## src/design/gfi_pkg.sv

```systemverilog
// ----------------------------------------------------------------------------
// GF(2^m) inverse package
// Shared widths, reset values, register indexes, controller types and the
// polynomial degree function used by the inverse datapath.
// ----------------------------------------------------------------------------
package gfi_pkg;

	localparam int OPERAND_W          = 8;
	localparam int MOD_W              = 9;
	localparam int DEGREE_W           = 4;
	localparam int POLY_W             = 9;
	localparam int PDEG_W             = 4;
	localparam int REG_IDX_W          = 1;
	localparam int MIN_DEGREE         = 2;
	localparam int DEFAULT_MAX_DEGREE = 8;

	localparam logic [MOD_W-1:0]     MODULUS_RESET = 9'd283;
	localparam logic [DEGREE_W-1:0]  DEGREE_RESET  = 4'd8;

	localparam logic [REG_IDX_W-1:0] REG_MODULUS = 1'b0;
	localparam logic [REG_IDX_W-1:0] REG_DEGREE  = 1'b1;

	typedef enum logic [1:0] {
		ST_IDLE,
		ST_RUN,
		ST_DONE
	} gfi_state_t;

	typedef struct packed {
		logic load;
		logic step;
		logic finish;
	} gfi_cmd_t;

	typedef struct packed {
		logic v_low;
		logic u_zero;
		logic u_one;
	} gfi_status_t;

	// Index of the highest set coefficient; a zero polynomial reads as degree 0.
	function automatic logic [PDEG_W-1:0] poly_deg(input logic [POLY_W-1:0] p);
		logic [PDEG_W-1:0] d;
		d = '0;
		for (int i = 0; i < POLY_W; i++) begin
			if (p[i]) begin
				d = PDEG_W'(i);
			end
		end
		return d;
	endfunction

endpackage

```

## src/design/gfi_ctrl.sv

```systemverilog
// ----------------------------------------------------------------------------
// GF(2^m) inverse controller
// Sequences one transaction: load the operand, iterate reduction steps until
// the datapath reports a final condition, then strobe the result.
// ----------------------------------------------------------------------------
module gfi_ctrl
	import gfi_pkg::*;
(
	input  logic        clk,
	input  logic        arst_n,
	input  logic        start,
	input  gfi_status_t status,
	output gfi_cmd_t    cmd,
	output logic        busy,
	output logic        done
);

	gfi_state_t state_q;
	gfi_state_t state_nx;
	logic       final_cond;

	assign final_cond = status.v_low | status.u_zero | status.u_one;

	always_ff @(posedge clk or negedge arst_n) begin
		if (!arst_n) begin
			state_q <= ST_IDLE;
		end else begin
			state_q <= state_nx;
		end
	end

	always_comb begin
		state_nx = state_q;
		unique case (state_q)
			ST_IDLE: begin
				if (start) begin
					state_nx = ST_RUN;
				end
			end
			ST_RUN: begin
				if (final_cond) begin
					state_nx = ST_DONE;
				end
			end
			ST_DONE: begin
				state_nx = ST_IDLE;
			end
			default: begin
				state_nx = ST_IDLE;
			end
		endcase
	end

	always_comb begin
		cmd  = '0;
		busy = 1'b1;
		done = 1'b0;
		unique case (state_q)
			ST_IDLE: begin
				busy     = 1'b0;
				cmd.load = start;
			end
			ST_RUN: begin
				cmd.finish = final_cond;
				cmd.step   = ~final_cond;
			end
			ST_DONE: begin
				done = 1'b1;
			end
			default: begin
				busy = 1'b1;
			end
		endcase
	end

	a_load_runs: assert property (@(posedge clk) disable iff (!arst_n)
		cmd.load |=> state_q == ST_RUN)
		else $error("Accepted transaction did not enter the run state.");

	a_finish_done: assert property (@(posedge clk) disable iff (!arst_n)
		cmd.finish |=> done)
		else $error("Finished transaction was not strobed out.");

	a_done_once: assert property (@(posedge clk) disable iff (!arst_n)
		done |=> !done && !busy)
		else $error("Result strobe lasted more than one cycle.");

	a_done_after_run: assert property (@(posedge clk) disable iff (!arst_n)
		done |-> $past(state_q == ST_RUN))
		else $error("Result strobe without a preceding run.");

endmodule

```

## src/design/gfi_datapath.sv

```systemverilog
// ----------------------------------------------------------------------------
// GF(2^m) inverse datapath
// Holds the remainder pair and the Bezout coefficient pair. Each step shifts
// the lower degree remainder to align it under the other and XORs it in, and
// applies the same shift and XOR to the coefficients.
// ----------------------------------------------------------------------------
module gfi_datapath
	import gfi_pkg::*;
#(
	parameter int MAX_DEGREE = DEFAULT_MAX_DEGREE
) (
	input  logic                  clk,
	input  logic                  arst_n,
	input  gfi_cmd_t              cmd,
	input  logic [OPERAND_W-1:0]  operand,
	input  logic [MOD_W-1:0]      modulus_poly,
	input  logic [DEGREE_W-1:0]   field_degree,
	output gfi_status_t           status,
	output logic [OPERAND_W-1:0]  inverse,
	output logic                  no_inverse
);

	localparam int DEG_W = $clog2(MAX_DEGREE + 1);

	logic [DEG_W-1:0]     m_sat;
	logic [POLY_W-1:0]    mod_masked;
	logic [OPERAND_W-1:0] op_masked;

	logic [POLY_W-1:0]    u_q, v_q, g1_q, g2_q;
	logic [POLY_W-1:0]    u_nx, v_nx, g1_nx, g2_nx;
	logic [POLY_W-1:0]    a_sel, b_sel, ga_sel, gb_sel;
	logic [PDEG_W-1:0]    du, dv, shamt;
	logic                 swap;

	logic [OPERAND_W-1:0] inverse_q;
	logic                 no_inverse_q;

	always_comb begin
		if (int'(field_degree) < MIN_DEGREE) begin
			m_sat = DEG_W'(MIN_DEGREE);
		end else if (int'(field_degree) > MAX_DEGREE) begin
			m_sat = DEG_W'(MAX_DEGREE);
		end else begin
			m_sat = DEG_W'(field_degree);
		end
	end

	always_comb begin
		for (int i = 0; i < POLY_W; i++) begin
			mod_masked[i] = modulus_poly[i] & (i <= int'(m_sat));
		end
		for (int i = 0; i < OPERAND_W; i++) begin
			op_masked[i] = operand[i] & (i < int'(m_sat));
		end
	end

	assign du   = poly_deg(u_q);
	assign dv   = poly_deg(v_q);
	assign swap = du < dv;

	always_comb begin
		if (swap) begin
			a_sel  = v_q;
			b_sel  = u_q;
			ga_sel = g2_q;
			gb_sel = g1_q;
			shamt  = dv - du;
		end else begin
			a_sel  = u_q;
			b_sel  = v_q;
			ga_sel = g1_q;
			gb_sel = g2_q;
			shamt  = du - dv;
		end
		u_nx  = a_sel ^ (b_sel << shamt);
		v_nx  = b_sel;
		g1_nx = ga_sel ^ (gb_sel << shamt);
		g2_nx = gb_sel;
	end

	always_ff @(posedge clk) begin
		if (cmd.load) begin
			u_q  <= POLY_W'(op_masked);
			v_q  <= mod_masked;
			g1_q <= POLY_W'(1);
			g2_q <= '0;
		end else if (cmd.step) begin
			u_q  <= u_nx;
			v_q  <= v_nx;
			g1_q <= g1_nx;
			g2_q <= g2_nx;
		end
	end

	assign status.v_low  = (v_q[POLY_W-1:1] == '0);
	assign status.u_zero = (u_q == '0);
	assign status.u_one  = (u_q == POLY_W'(1));

	always_ff @(posedge clk or negedge arst_n) begin
		if (!arst_n) begin
			inverse_q    <= '0;
			no_inverse_q <= 1'b0;
		end else if (cmd.finish) begin
			if (status.v_low || status.u_zero) begin
				inverse_q    <= '0;
				no_inverse_q <= 1'b1;
			end else begin
				inverse_q    <= g1_q[OPERAND_W-1:0];
				no_inverse_q <= 1'b0;
			end
		end
	end

	assign inverse    = inverse_q;
	assign no_inverse = no_inverse_q;

endmodule

```

## src/design/gf2m_inverse.sv

```systemverilog
// An accepted start loads the operand; the run state then performs the shift-and-XOR steps
// until a final condition, finishes, and the done state strobes the result.
// A new start is taken only in idle; busy stays high until the done cycle ends.
// The step loop shifts and XORs remainder and coefficient in parallel, one step per cycle.
// Reset: arst_n clears the controller and loads modulus 0x11B and degree 8.
// Results are strobed for one cycle on done; the receiver cannot stall them.
// ----------------------------------------------------------------------------
// GF(2^m) multiplicative inverse
// Top level with the configuration registers, the controller and the
// extended Euclid datapath.
// ----------------------------------------------------------------------------
module gf2m_inverse
	import gfi_pkg::*;
#(
	parameter int MAX_DEGREE = DEFAULT_MAX_DEGREE
) (
	input  logic                  clk,
	input  logic                  arst_n,
	input  logic                  wr_en,
	input  logic [REG_IDX_W-1:0]  wr_index,
	input  logic [MOD_W-1:0]      wr_data,
	input  logic                  start,
	output logic                  busy,
	input  logic [OPERAND_W-1:0]  operand,
	output logic                  done,
	output logic [OPERAND_W-1:0]  inverse,
	output logic                  no_inverse
);

	logic [MOD_W-1:0]    modulus_q;
	logic [DEGREE_W-1:0] degree_q;
	gfi_cmd_t            cmd;
	gfi_status_t         status;

	always_ff @(posedge clk or negedge arst_n) begin
		if (!arst_n) begin
			modulus_q <= MODULUS_RESET;
			degree_q  <= DEGREE_RESET;
		end else if (wr_en) begin
			unique case (wr_index)
				REG_MODULUS: modulus_q <= wr_data;
				REG_DEGREE:  degree_q  <= wr_data[DEGREE_W-1:0];
				default:     modulus_q <= modulus_q;
			endcase
		end
	end

	gfi_ctrl u_ctrl (
		.clk    (clk),
		.arst_n (arst_n),
		.start  (start),
		.status (status),
		.cmd    (cmd),
		.busy   (busy),
		.done   (done)
	);

	gfi_datapath #(
		.MAX_DEGREE (MAX_DEGREE)
	) u_datapath (
		.clk          (clk),
		.arst_n       (arst_n),
		.cmd          (cmd),
		.operand      (operand),
		.modulus_poly (modulus_q),
		.field_degree (degree_q),
		.status       (status),
		.inverse      (inverse),
		.no_inverse   (no_inverse)
	);

endmodule
```

## config.mk

```make
export PLATFORM = sky130hd
export DESIGN_NAME = gf2m_inverse
export DESIGN_NICKNAME = d
export VERILOG_FILES = /design/src/design/gfi_pkg.sv /design/src/design/gfi_ctrl.sv /design/src/design/gfi_datapath.sv /design/src/design/gf2m_inverse.sv
export SDC_FILE = /design/constraint.sdc
export NUM_CORES = 1
export LEC_CHECK = 0
export BUFFER_PORTS_ARGS = -buffer_cell sky130_fd_sc_hd__buf_2
export CORE_AREA = 8 8 101 103
export DETAILED_ROUTE_END_ITERATION = 12
export DIE_AREA = 0 0 109 111
export PLACE_DENSITY = 0.77
export SLEW_MARGIN = 30
export SYNTH_ARGS = -nofsm -noshare
export SYNTH_HDL_FRONTEND = slang
export SYNTH_HIERARCHICAL = 1
export SYNTH_SLANG_ARGS = --single-unit
```

## constraint.sdc

```tcl
create_clock -name clk -period 5.1 [get_ports clk]
set_clock_uncertainty 0.2 [all_clocks]
set_input_delay 0.255 -clock clk [delete_from_list [all_inputs] [get_ports clk]]
set_output_delay 0.255 -clock clk [all_outputs]
set_load 0.1 [all_outputs]
```

==> results of run 1 <==
[final timing paths]
| check | from | endpoint |
|---|---|---|
| setup / recovery | u_datapath/u_q[6] | u_datapath/u_q[6] |
| hold / removal | operand[2] | u_datapath/u_q[2] |
| setup reg to reg | u_datapath/u_q[6] | u_datapath/u_q[6] |
| hold reg to reg | u_datapath/no_inverse | u_datapath/no_inverse |
| max in group asynchronous | arst_n | modulus_q[2] |
| min in group asynchronous | arst_n | u_datapath/no_inverse |
[routing by layer]
metal	vias up	global-route usage, %
li1	1654	-
met1	1714	22.81
met2	196	26.59
met3	24	3.140
met4	0	6.941
met5	-	0
[placed cells by master (no fill, tap or decap), drive strengths merged, types with 5 or more instances in the layout]
cell type,instances
inv,23
nand2,64
a21oi,25
nor2,23
mux4,14
a31oi,10
ha,9
edfxtp,17
xnor2,5
buf,38
nor3,8
dlygate4sd3,12
mux2,19
dfxtp,17
dfstp,6
mux2i,31
o21ai,27
dfrtp,18
xor2,8
clkbuf,9
nand3,16
[per-stage QoR]
stage	cells	worst slack, ns	util [%]
6_report	580	0.6589	54.67
5_1_grt	580	0.4661	54.67
4_1_cts	580	0.7537	54.67
3_5_place_dp	552	0.7800	51.00
3_3_place_gp	552	0.8204	50.94
2_1_floorplan	432	1.463	-
[cells by family (layout without fill, tap and decap cells)]
family / Yosys count / count (layout) / share of synthesized area [%]
AO/OA/AOI/OAI: 93 / 93 / 14.59
buffers and inverters: 49 / 89 / 5.487
adder cells (fa/ha/maj): 11 / 11 / 3.678
XOR/XNOR: 13 / 13 / 2.924
AND/OR/NAND/NOR: 144 / 144 / 16.76
multiplexers: 64 / 64 / 21.41
flip-flops: 58 / 58 / 35.15
[final cells by class]
| cell class | count | area, µm² |
|---|---|---|
| Fill cell | 713 | 3876 |
| Multi-Input combinational cell | 325 | 2475 |
| Sequential cell | 58 | 1459 |
| Timing Repair Buffer | 50 | 325.3 |
| Tap cell | 108 | 135.1 |
| Clock buffer | 9 | 123.9 |
| Inverter | 23 | 86.33 |
| Clock inverter | 7 | 70.07 |
[registers in the layout, indices dropped and copies added, names as in the netlist]
| name | flops |
|---|---|
| u_datapath/inverse | 8 |
| u_datapath/v_q | 9 |
| u_datapath/g2_q | 8 |
| u_ctrl/state_q | 2 |
| u_datapath/no_inverse | 1 |
| degree_q | 4 |
| modulus_q | 9 |
| u_datapath/u_q | 9 |
| u_datapath/g1_q | 8 |
[critical path: stages (launching register included)]
cell and delay (ns):
edfxtp_1 0.52, nor4_1 0.70, or2_2 0.24, ha_1 0.32, nand2b_1 0.20, a21o_1 0.20, buf_4 0.39, mux4_2 0.58
a22oi_1 0.36, a221oi_1 0.19, xor2_1 0.19, o21ai_1 0.07
==> metrics.md, run 1 <==
| Metric | Value |
|---|---|
| Initial antenna violation count | `0` |
| Initial Util | `48.54%` |
| Post-synth ARST share | `41.38%` |
| Vias | `around 3600` |
| Max-slew violations | `0` |
| Synth warn | `6` |
| DR WL met2 | `4.878 mm` |
| Seq/Total Area, Yosys | `a little over a third` |
| Detailed Routing Iterations Pass 1 | `6` |
| CP endpoint kind | `register` |
| Post-route DRC | `0` |
| Placed Area | `roughly 4400 µm²` |
| Worst R2R Setup Slack | `about 0.66 ns` |
| Final net count | `500` |
| Hold WS | `~0.045 ns` |
| Synth area leader | `edfxtp_1` |
| Cts bufs inserted | `9` |
| Starting DRT DRC Count | `around 480` |
| RePlAce Congestion | `slightly above 0.9` |
| Post-layout minimum cycle time | `approximately 4.4 ns` |
| Post-route ant nets | `0` |
| CP startpoint kind | `register` |
| R2R cell count | `11` |
| Design Area, Final | `between 4000 and 5000 µm²` |
| Max cap viols | `0` |
| Clk pin slew, worst setup/hold paths | `around 0.070 ns` |
| # IOs | `33` |
| Critical setup path kind | `register to register` |
| F_max | `225.2 MHz` |
| Worst hold path type | `input pin to register` |
| Grt total ovfl | `0` |
| Vias in the first global route | `between 3000 and 4000` |
| Synthesized instance count | `~430` |
| Synthesized flop and latch total | `58` |
| Top_reg_cell synth | `dfrtp_1` |
| Core footprint | `roughly 8600 µm²` |
| Slew HR | `about two fifths` |
| Synth cell count leaders | `nand2_1, mux2i_1, a21oi_1, o21ai_0, inv_1` |
| Worst-Margin Slew | `about 0.9 ns` |
| Worst Hold Depth | `3` |
| Largest net degree at the start of global routing | `50` |
| Layout cells sized above 1 | `20.76%` |
| Synthesized area per cell | `slightly below 10 µm²` |
| IO buf count | `32` |
| Clk Latency, worst-skew pair | `between 0.3 and 0.4 ns` |
| Outcome | `finished clean` |
| H-tree depth | `3` |
| Syn_nets | `roughly 470` |
| Fin crit share | `between 80% and 90%` |
| TritonCTS clock tree | `built` |
| Post-Syn Area | `just over 4000 µm²` |
| Setup Buffers After CTS | `0` |
| Top sig layer | `met4` |
| Die W | `approximately 110 µm` |
| Crit path DAT | `4.32 ns` |
| Antenna diode count | `0` |
| Total track usage | `between 15 and 20%` |
| First-pass GRT wire length | `about 17 mm` |
| Die ar. | `12100 µm²` |
| Clk root buf | `clkbuf_8` |
| Top-area cell type share of the netlist area | `about 12%` |
| Drt wl/cell | `approximately 18 µm` |
| Vert. Die Dim | `111 µm` |
| Synth cell types | `66` |
| Clock Path Buffers | `2` |
| Hold Buf Count CTS | `12` |
| Setup TNS Final | `0 ns` |
| RSZ-0062 raised after global routing | `no` |
| Wl on met1 | `~4.4 mm` |
| Met3 WL | `around 750 µm` |
| FP Rows | `34` |
| Dpl hpwl | `between 7 and 8 mm` |
| Routed WL | `around 10 mm` |
| Final Hold Fails | `0` |
| Worst-path fanout max | `31` |
| Top cells by area, synth | `edfxtp_1, dfrtp_1, dfxtp_1` |
| Gates resized, CTS repair | `0` |
| Post-synth EDFFs | `17` |
| WP data required | `around 5.0 ns` |
| Routed vias/inst | `around 6.2` |
| Synth-to-Final Area Change | `12.63%` |
| Final setup fails | `0` |
| Clk sink count | `just under 60` |
| Top-count cell post-synth | `nand2_1` |
Power of run 1 is not shown: default switching activity piles up to over one toggle a cycle in this logic, so the estimate is an artifact.
==> run 2: changes to the inputs <==
--- a/config.mk
+++ b/config.mk
@@ -9,7 +9,7 @@
 export CORE_AREA = 8 8 101 103
 export DETAILED_ROUTE_END_ITERATION = 12
 export DIE_AREA = 0 0 109 111
-export PLACE_DENSITY = 0.77
+export PLACE_DENSITY = 0.67
 export SLEW_MARGIN = 30
 export SYNTH_ARGS = -nofsm -noshare
 export SYNTH_HDL_FRONTEND = slang
==> run 2 against run 1 <==
Compared with the run above:
- first-iteration DRC count shrank 29%
- register-to-register slack got worse by 0.13 ns
- sequential share of layout area fell by 0.46 points
- non-clock buffer count unchanged
- final area is 1.5% higher
- routed wire length up 1.4%
- global-route usage is 0.32 points higher
- die area did not move
- hold slack worse by 0.0014 ns
- critical path depth is 5 higher
- worst setup slack got worse by 0.13 ns
- cell count did not move
==> metrics.md, run 2 (synthesis gave the netlist of run 1 again) <==
| Metric | Value |
|---|---|
| Crit path largest cell delay | `0.71 ns (about the same)` |
| First-pass GRT wire length | `17.12 mm (+0.12%)` |
| Die ar. | `12100 µm² (unchanged)` |
| F_max | `218.9 MHz (-2.8%)` |
| Synth-to-Final Area Change | `14.32%` |
| Commonest non-fill, non-tap cell in the layout | `nand2_1` |
| Hold WS | `0.04381 ns (-0.001356 ns)` |
| Footprint of the multi-input gates | `2477 µm² (+0.10%)` |
| Initial antenna violation count | `0 (unchanged)` |
| Antenna diode count | `0 (unchanged)` |
| Max cap viols | `0 (unchanged)` |
| Crit path buf inv count | `2 (+1)` |
| Top flop regs | `modulus_q x9, u_datapath/u_q x9, u_datapath/v_q x9` |
| Worst hold path type | `input pin to register` |
| Fin crit share | `89.58% (+2.5 points)` |
| Drt wl/cell | `17.92 µm (+1.4%)` |
| Crit path DAT | `4.44 ns (+0.12 ns)` |
| Detailed Routing Iterations Pass 1 | `5 (-1)` |
| Clk sink count | `58 (unchanged)` |
| Clk root buf | `clkbuf_8` |
| # fillers | `736 (+3.2%)` |
| Post-layout minimum cycle time | `4.569 ns (+0.1276 ns)` |
| Vias | `3444 (-4.0%)` |
| Clock Path Buffers | `2 (unchanged)` |
| Grt total ovfl | `0 (unchanged)` |
| H-tree depth | `3 (unchanged)` |
| Worst-Margin Slew | `0.9048 ns (+0.004696 ns)` |
| Setup TNS Final | `0 ns (unchanged)` |
| WP data required | `4.97 ns (about the same)` |
| IO buf count | `32 (unchanged)` |
| Clk Latency, worst-skew pair | `0.35 ns (about the same)` |
| Clk pin slew, worst setup/hold paths | `0.07 ns (about the same)` |
| Vert. Die Dim | `111 µm (unchanged)` |
| Final Hold Fails | `0 (unchanged)` |
| Starting DRT DRC Count | `337 (-29%)` |
| Largest net degree at the start of global routing | `50 (unchanged)` |
| Critical setup path kind | `register to register` |
| Initial Util | `48.54% (unchanged)` |
| Die W | `109 µm (unchanged)` |
| Dpl hpwl | `7.299 mm (+3.5%)` |
| Gates resized, CTS repair | `0 (unchanged)` |
| Cts bufs inserted | `9 (unchanged)` |
| Core footprint | `8551 µm² (unchanged)` |
| Setup Buffers After CTS | `0 (unchanged)` |
| Register area | `1459 µm² (unchanged)` |
| Final core utilization | `55.49% (+0.82 points)` |
| Post-route ant nets | `0 (unchanged)` |
| CP startpoint kind | `register` |
| Max-slew violations | `0 (unchanged)` |
| # IOs | `33 (unchanged)` |
| Outcome | `finished clean` |
| Vias in the first global route | `3344 (-5.2%)` |
| TritonCTS clock tree | `built` |
| Slew HR | `39.24% (-0.75 points)` |
| Largest delay share family, worst path | `compound AO/OA/AOI/OAI gates` |
| CP endpoint kind | `register` |
| Slowest-stage cell, CP | `mux2_1` |
| Worst-path fanout max | `19 (-39%)` |
| Hold Buf Count CTS | `12 (unchanged)` |
| RePlAce Congestion | `0.8543 (-6.2%)` |
| Layout cells sized above 1 | `20.97% (+0.21 points)` |
| Final setup fails | `0 (unchanged)` |
| FP Rows | `34 (unchanged)` |
| Routed vias/inst | `5.938 (-4.0%)` |
| Critical-path cell list | `inv_1 > a21oi_1 > nor2_1 > nor2_1 > nor2_1 > o21ai_0 > inv_1 > ha_2 > fa_1 > nand2b_1 > a21o_1 > mux2_1 > mux2i_1 > a211oi_1 > xor2_1 > o21ai_0` |
| RSZ-0062 raised after global routing | `no` |
| Final net count | `500 (unchanged)` |
| Post-route DRC | `0 (unchanged)` |
| CP dominant cell by count | `nor2_1` |
| Total track usage | `17.48% (+0.32 points)` |
| Routed WL | `10.39 mm (+1.4%)` |
| Commonest cells after routing, fill and taps aside | `nand2_1, buf_2, mux2i_1` |
run 2: cell count changes in the layout (fill, tap and decap cells not counted), sizes merged:
cell	delta
bufinv	+2
clkbuf	+3
clkinv	-2
clkinvlp	-3
run 2: cell type report:
class / count / area share [%]
repair buffers: 50 / 6.857
clock buffers: 12 / 3.507
multi-input cells: 325 / 52.22
clock inverters: 4 / 2.004
flip-flops and latches: 58 / 30.75
inverters: 23 / 1.820
well taps: 108 / 2.848
run 2: metal layers:
layer / track usage (%) / vias to the layer above / wire length [µm]
li1: - / 1650 / -
met1: 24.95 / 1642 / 4770
met2: 25.21 / 145 / 4799
met3: 4.070 / 7 / 749
met4: 5.479 / 0 / 73
met5: 0 / - / 0
run 2: stage by stage:
step                      setup WS (ns)  std cells  area [µm²]
after global routing             0.2362        580        4745
after global placement           0.6475        552        4355
final                            0.5313        580        4745
after detailed placement         0.6418        552        4360
after floorplan                   1.463        432        4150
after CTS                        0.6027        580        4742
run 2: worst paths after layout:
path	endpoint	from	cells past startpoint	slack (ns)
worst min-delay path	u_datapath/u_q[6]	operand[6]	3	0.04
worst max-delay path	u_datapath/u_q[4]	u_datapath/v_q[2]	16	0.53
max in group asynchronous	modulus_q[4]	arst_n	2	4.09
worst min register to register	u_datapath/g2_q[7]	u_datapath/g2_q[7]	2	0.30
worst max register to register	u_datapath/u_q[4]	u_datapath/v_q[2]	16	0.53
min in group asynchronous	u_datapath/inverse[0]	arst_n	2	0.22
run 2: worst min-delay path: stages:
cell and delay (ns):
buf_2 0.08, nand2_1 0.06, o21ai_1 0.08
Power of run 2 is left out for the same reason.
==> run 3: changes to the inputs <==
--- a/config.mk
+++ b/config.mk
@@ -6,10 +6,10 @@
 export NUM_CORES = 1
 export LEC_CHECK = 0
 export BUFFER_PORTS_ARGS = -buffer_cell sky130_fd_sc_hd__buf_2
-export CORE_AREA = 8 8 101 103
+export CORE_AREA = 8 8 96 98
 export DETAILED_ROUTE_END_ITERATION = 12
-export DIE_AREA = 0 0 109 111
-export PLACE_DENSITY = 0.67
+export DIE_AREA = 0 0 104 106
+export PLACE_DENSITY = 0.76
 export SLEW_MARGIN = 30
 export SYNTH_ARGS = -nofsm -noshare
 export SYNTH_HDL_FRONTEND = slang
==> constraint.sdc (replaced) <==
create_clock -name clk -period 4.2 [get_ports clk]
set_clock_uncertainty 0.2 [all_clocks]
set_input_delay 0.21 -clock clk [delete_from_list [all_inputs] [get_ports clk]]
set_output_delay 0.21 -clock clk [all_outputs]
set_load 0.1 [all_outputs]
==> run 3 against run 2 <==
Compared with the run above:
- non-clock buffer count grew 20
- cell count grew 2.9%
- sequential share of layout area shrank 0.84 points
- via count grew 4.6%
- utilization grew 6.7 points
- clock-buffer cell count shrank 1
- die area shrank 8.9%
- flip-flop and latch count is the same
- register-to-register slack lost 0.38 ns
- final area grew 2.8%
- highest routed layer unchanged
- global-route usage grew 1.6 points
- critical path type unchanged
==> metrics.md, run 3 (synthesis gave the netlist of run 1 again) <==
| Metric | Value |
|---|---|
| Top flop regs | `modulus_q x9, u_datapath/u_q x9, u_datapath/v_q x9` |
| Fin crit share | `96.38% (+6.8 points)` |
| WP data required | `4.08 ns (-0.89 ns)` |
| Clk sink count | `58 (unchanged)` |
| Max cap viols | `0 (unchanged)` |
| Dpl hpwl | `7.379 mm (+1.1%)` |
| Total track usage | `19.08% (+1.6 points)` |
| Antenna diode count | `0 (unchanged)` |
| Final net count | `520 (+4.0%)` |
| Place WS | `0.09726 ns (-0.5445 ns)` |
| Critical setup path kind | `register to register` |
| Drt wl/cell | `17.68 µm (-1.3%)` |
| Core footprint | `7845 µm² (-8.3%)` |
| Final Hold Fails | `0 (unchanged)` |
| Clock Path Buffers | `2 (unchanged)` |
| Slew HR | `46.28% (+7.0 points)` |
| Routed WL | `10.56 mm (+1.6%)` |
| Layout cells sized above 1 | `25.00% (+4.0 points)` |
| Commonest non-fill, non-tap cell in the layout | `nand2_1` |
| Max-slew violations | `0 (unchanged)` |
| Grt total ovfl | `0 (unchanged)` |
| Starting DRT DRC Count | `565 (+68%)` |
| CP endpoint kind | `register` |
| CP startpoint kind | `register` |
| First-pass GRT wire length | `17.50 mm (+2.2%)` |
| Final setup fails | `0 (unchanged)` |
| Worst-path fanout max | `8 (-11)` |
| Vert. Die Dim | `106 µm (-4.5%)` |
| IO buf count | `32 (unchanged)` |
| Commonest cells after routing, fill and taps aside | `nand2_1, buf_2, mux2i_1` |
| Worst hold path type | `input pin to register` |
| Die W | `104 µm (-4.6%)` |
| RePlAce Congestion | `0.9700 (+14%)` |
| Fin worst setup slack | `0.1522 ns (-0.3790 ns)` |
| # IOs | `33 (unchanged)` |
| Clk root buf | `clkbuf_8` |
| Post-layout minimum cycle time | `4.048 ns (-0.5210 ns)` |
| Die ar. | `11020 µm² (-8.9%)` |
| H-tree depth | `3 (unchanged)` |
| F_max | `247.0 MHz (+13%)` |
| Initial antenna violation count | `0 (unchanged)` |
| Crit path DAT | `3.93 ns (-0.51 ns)` |
| Routed vias/inst | `6.037 (+1.7%)` |
| Critical-path cell list | `nor4_1 > or2_2 > ha_1 > nand2b_1 > a21o_2 > mux4_2 > a22oi_1 > nor3_1 > xnor2_1 > o21ai_0` |
| Post-route DRC | `0 (unchanged)` |
| Detailed Routing Iterations Pass 1 | `5 (unchanged)` |
| Outcome | `finished clean` |
| Vias in the first global route | `3487 (+4.3%)` |
| Crit path buf inv count | `0 (-2)` |
| FP Rows | `33 (-2.9%)` |
| Slowest-stage cell, CP | `nor4_1` |
| Initial Util | `52.90% (+4.4 points)` |
| Post-route ant nets | `0 (unchanged)` |
| Cts bufs inserted | `9 (unchanged)` |
| Largest delay share family, worst path | `simple AND/OR/NAND/NOR gates` |
| Hold WS | `0.001269 ns (-0.04255 ns)` |
| Worst-Margin Slew | `0.7984 ns (-0.1064 ns)` |
| Crit path largest cell delay | `0.70 ns (about the same)` |
| Largest net degree at the start of global routing | `33 (-34%)` |
| Synth-to-Final Area Change | `17.52%` |
| TritonCTS clock tree | `built` |
| Vias | `3604 (+4.6%)` |
| Clk pin slew, worst setup/hold paths | `0.07 ns (about the same)` |
| Clk Latency, worst-skew pair | `0.34 ns (about the same)` |
-- run 3: cell count changes in the layout (fill, tap and decap cells not counted), sizes merged --
cell	previous run	this run
buf	38	55
bufinv	3	1
clkbuf	12	11
clkinv	1	3
dlygate4sd3	12	15
inv	23	24
-- run 3: path summary, 6_finish.rpt --
| check | slack, ns | end | cells past startpoint | startpoint |
|---|---|---|---|---|
| max in group asynchronous | 3.24 | degree_q[3] | 2 | arst_n |
| worst max register to register | 0.15 | u_datapath/u_q[2] | 10 | u_datapath/u_q[4] |
| worst max-delay path | 0.15 | u_datapath/u_q[2] | 10 | u_datapath/u_q[4] |
| worst min-delay path | 0.001 | u_datapath/u_q[4] | 3 | operand[4] |
| min in group asynchronous | 0.19 | modulus_q[7] | 2 | arst_n |
| worst min register to register | 0.30 | u_datapath/no_inverse | 2 | u_datapath/no_inverse |
-- run 3: routing by layer --
| layer | vias up | global-route usage, % | wire length, µm |
|---|---|---|---|
| li1 | 1688 | - | - |
| met1 | 1749 | 25.90 | 4806 |
| met2 | 150 | 30.02 | 4965 |
| met3 | 17 | 3.751 | 636 |
| met4 | 0 | 6.101 | 148 |
| met5 | - | 0 | 0 |
-- run 3: repair_timing --
action | 4_1_cts | 5_1_grt
hold buffers | 15 | 0
resized for setup | 0 | 13
setup buffers | 0 | 2
endpoints found under the hold margin | 38 | 0
endpoints found under the setup margin | 0 | 15
-- run 3: per-stage QoR --
step / cell area [µm²] / cells / util, % / setup TNS, ns
final: 4877 / 597 / 62.17 / 0
after floorplan: 4150 / 432 / - / 0
after CTS: 4817 / 595 / 61.40 / 0
after detailed placement: 4464 / 564 / 56.91 / 0
after global placement: 4464 / 564 / 56.91 / 0
after global routing: 4877 / 597 / 62.17 / -0.09096
-- run 3: layout make-up --
class                   count  area [µm²]
clock buffers              11       151.4
fillers                   649        2968
multi-input cells         325        2507
well taps                 105       131.4
repair buffers             70       490.5
inverters                  23       86.33
flip-flops and latches     58        1459
clock inverters             5       51.30
-- run 3: worst min-delay path: stages --
cell	delay, ns
buf_2	0.08
o211ai_1	0.08
o21ai_0	0.07
Power of run 3 is left out for the same reason.
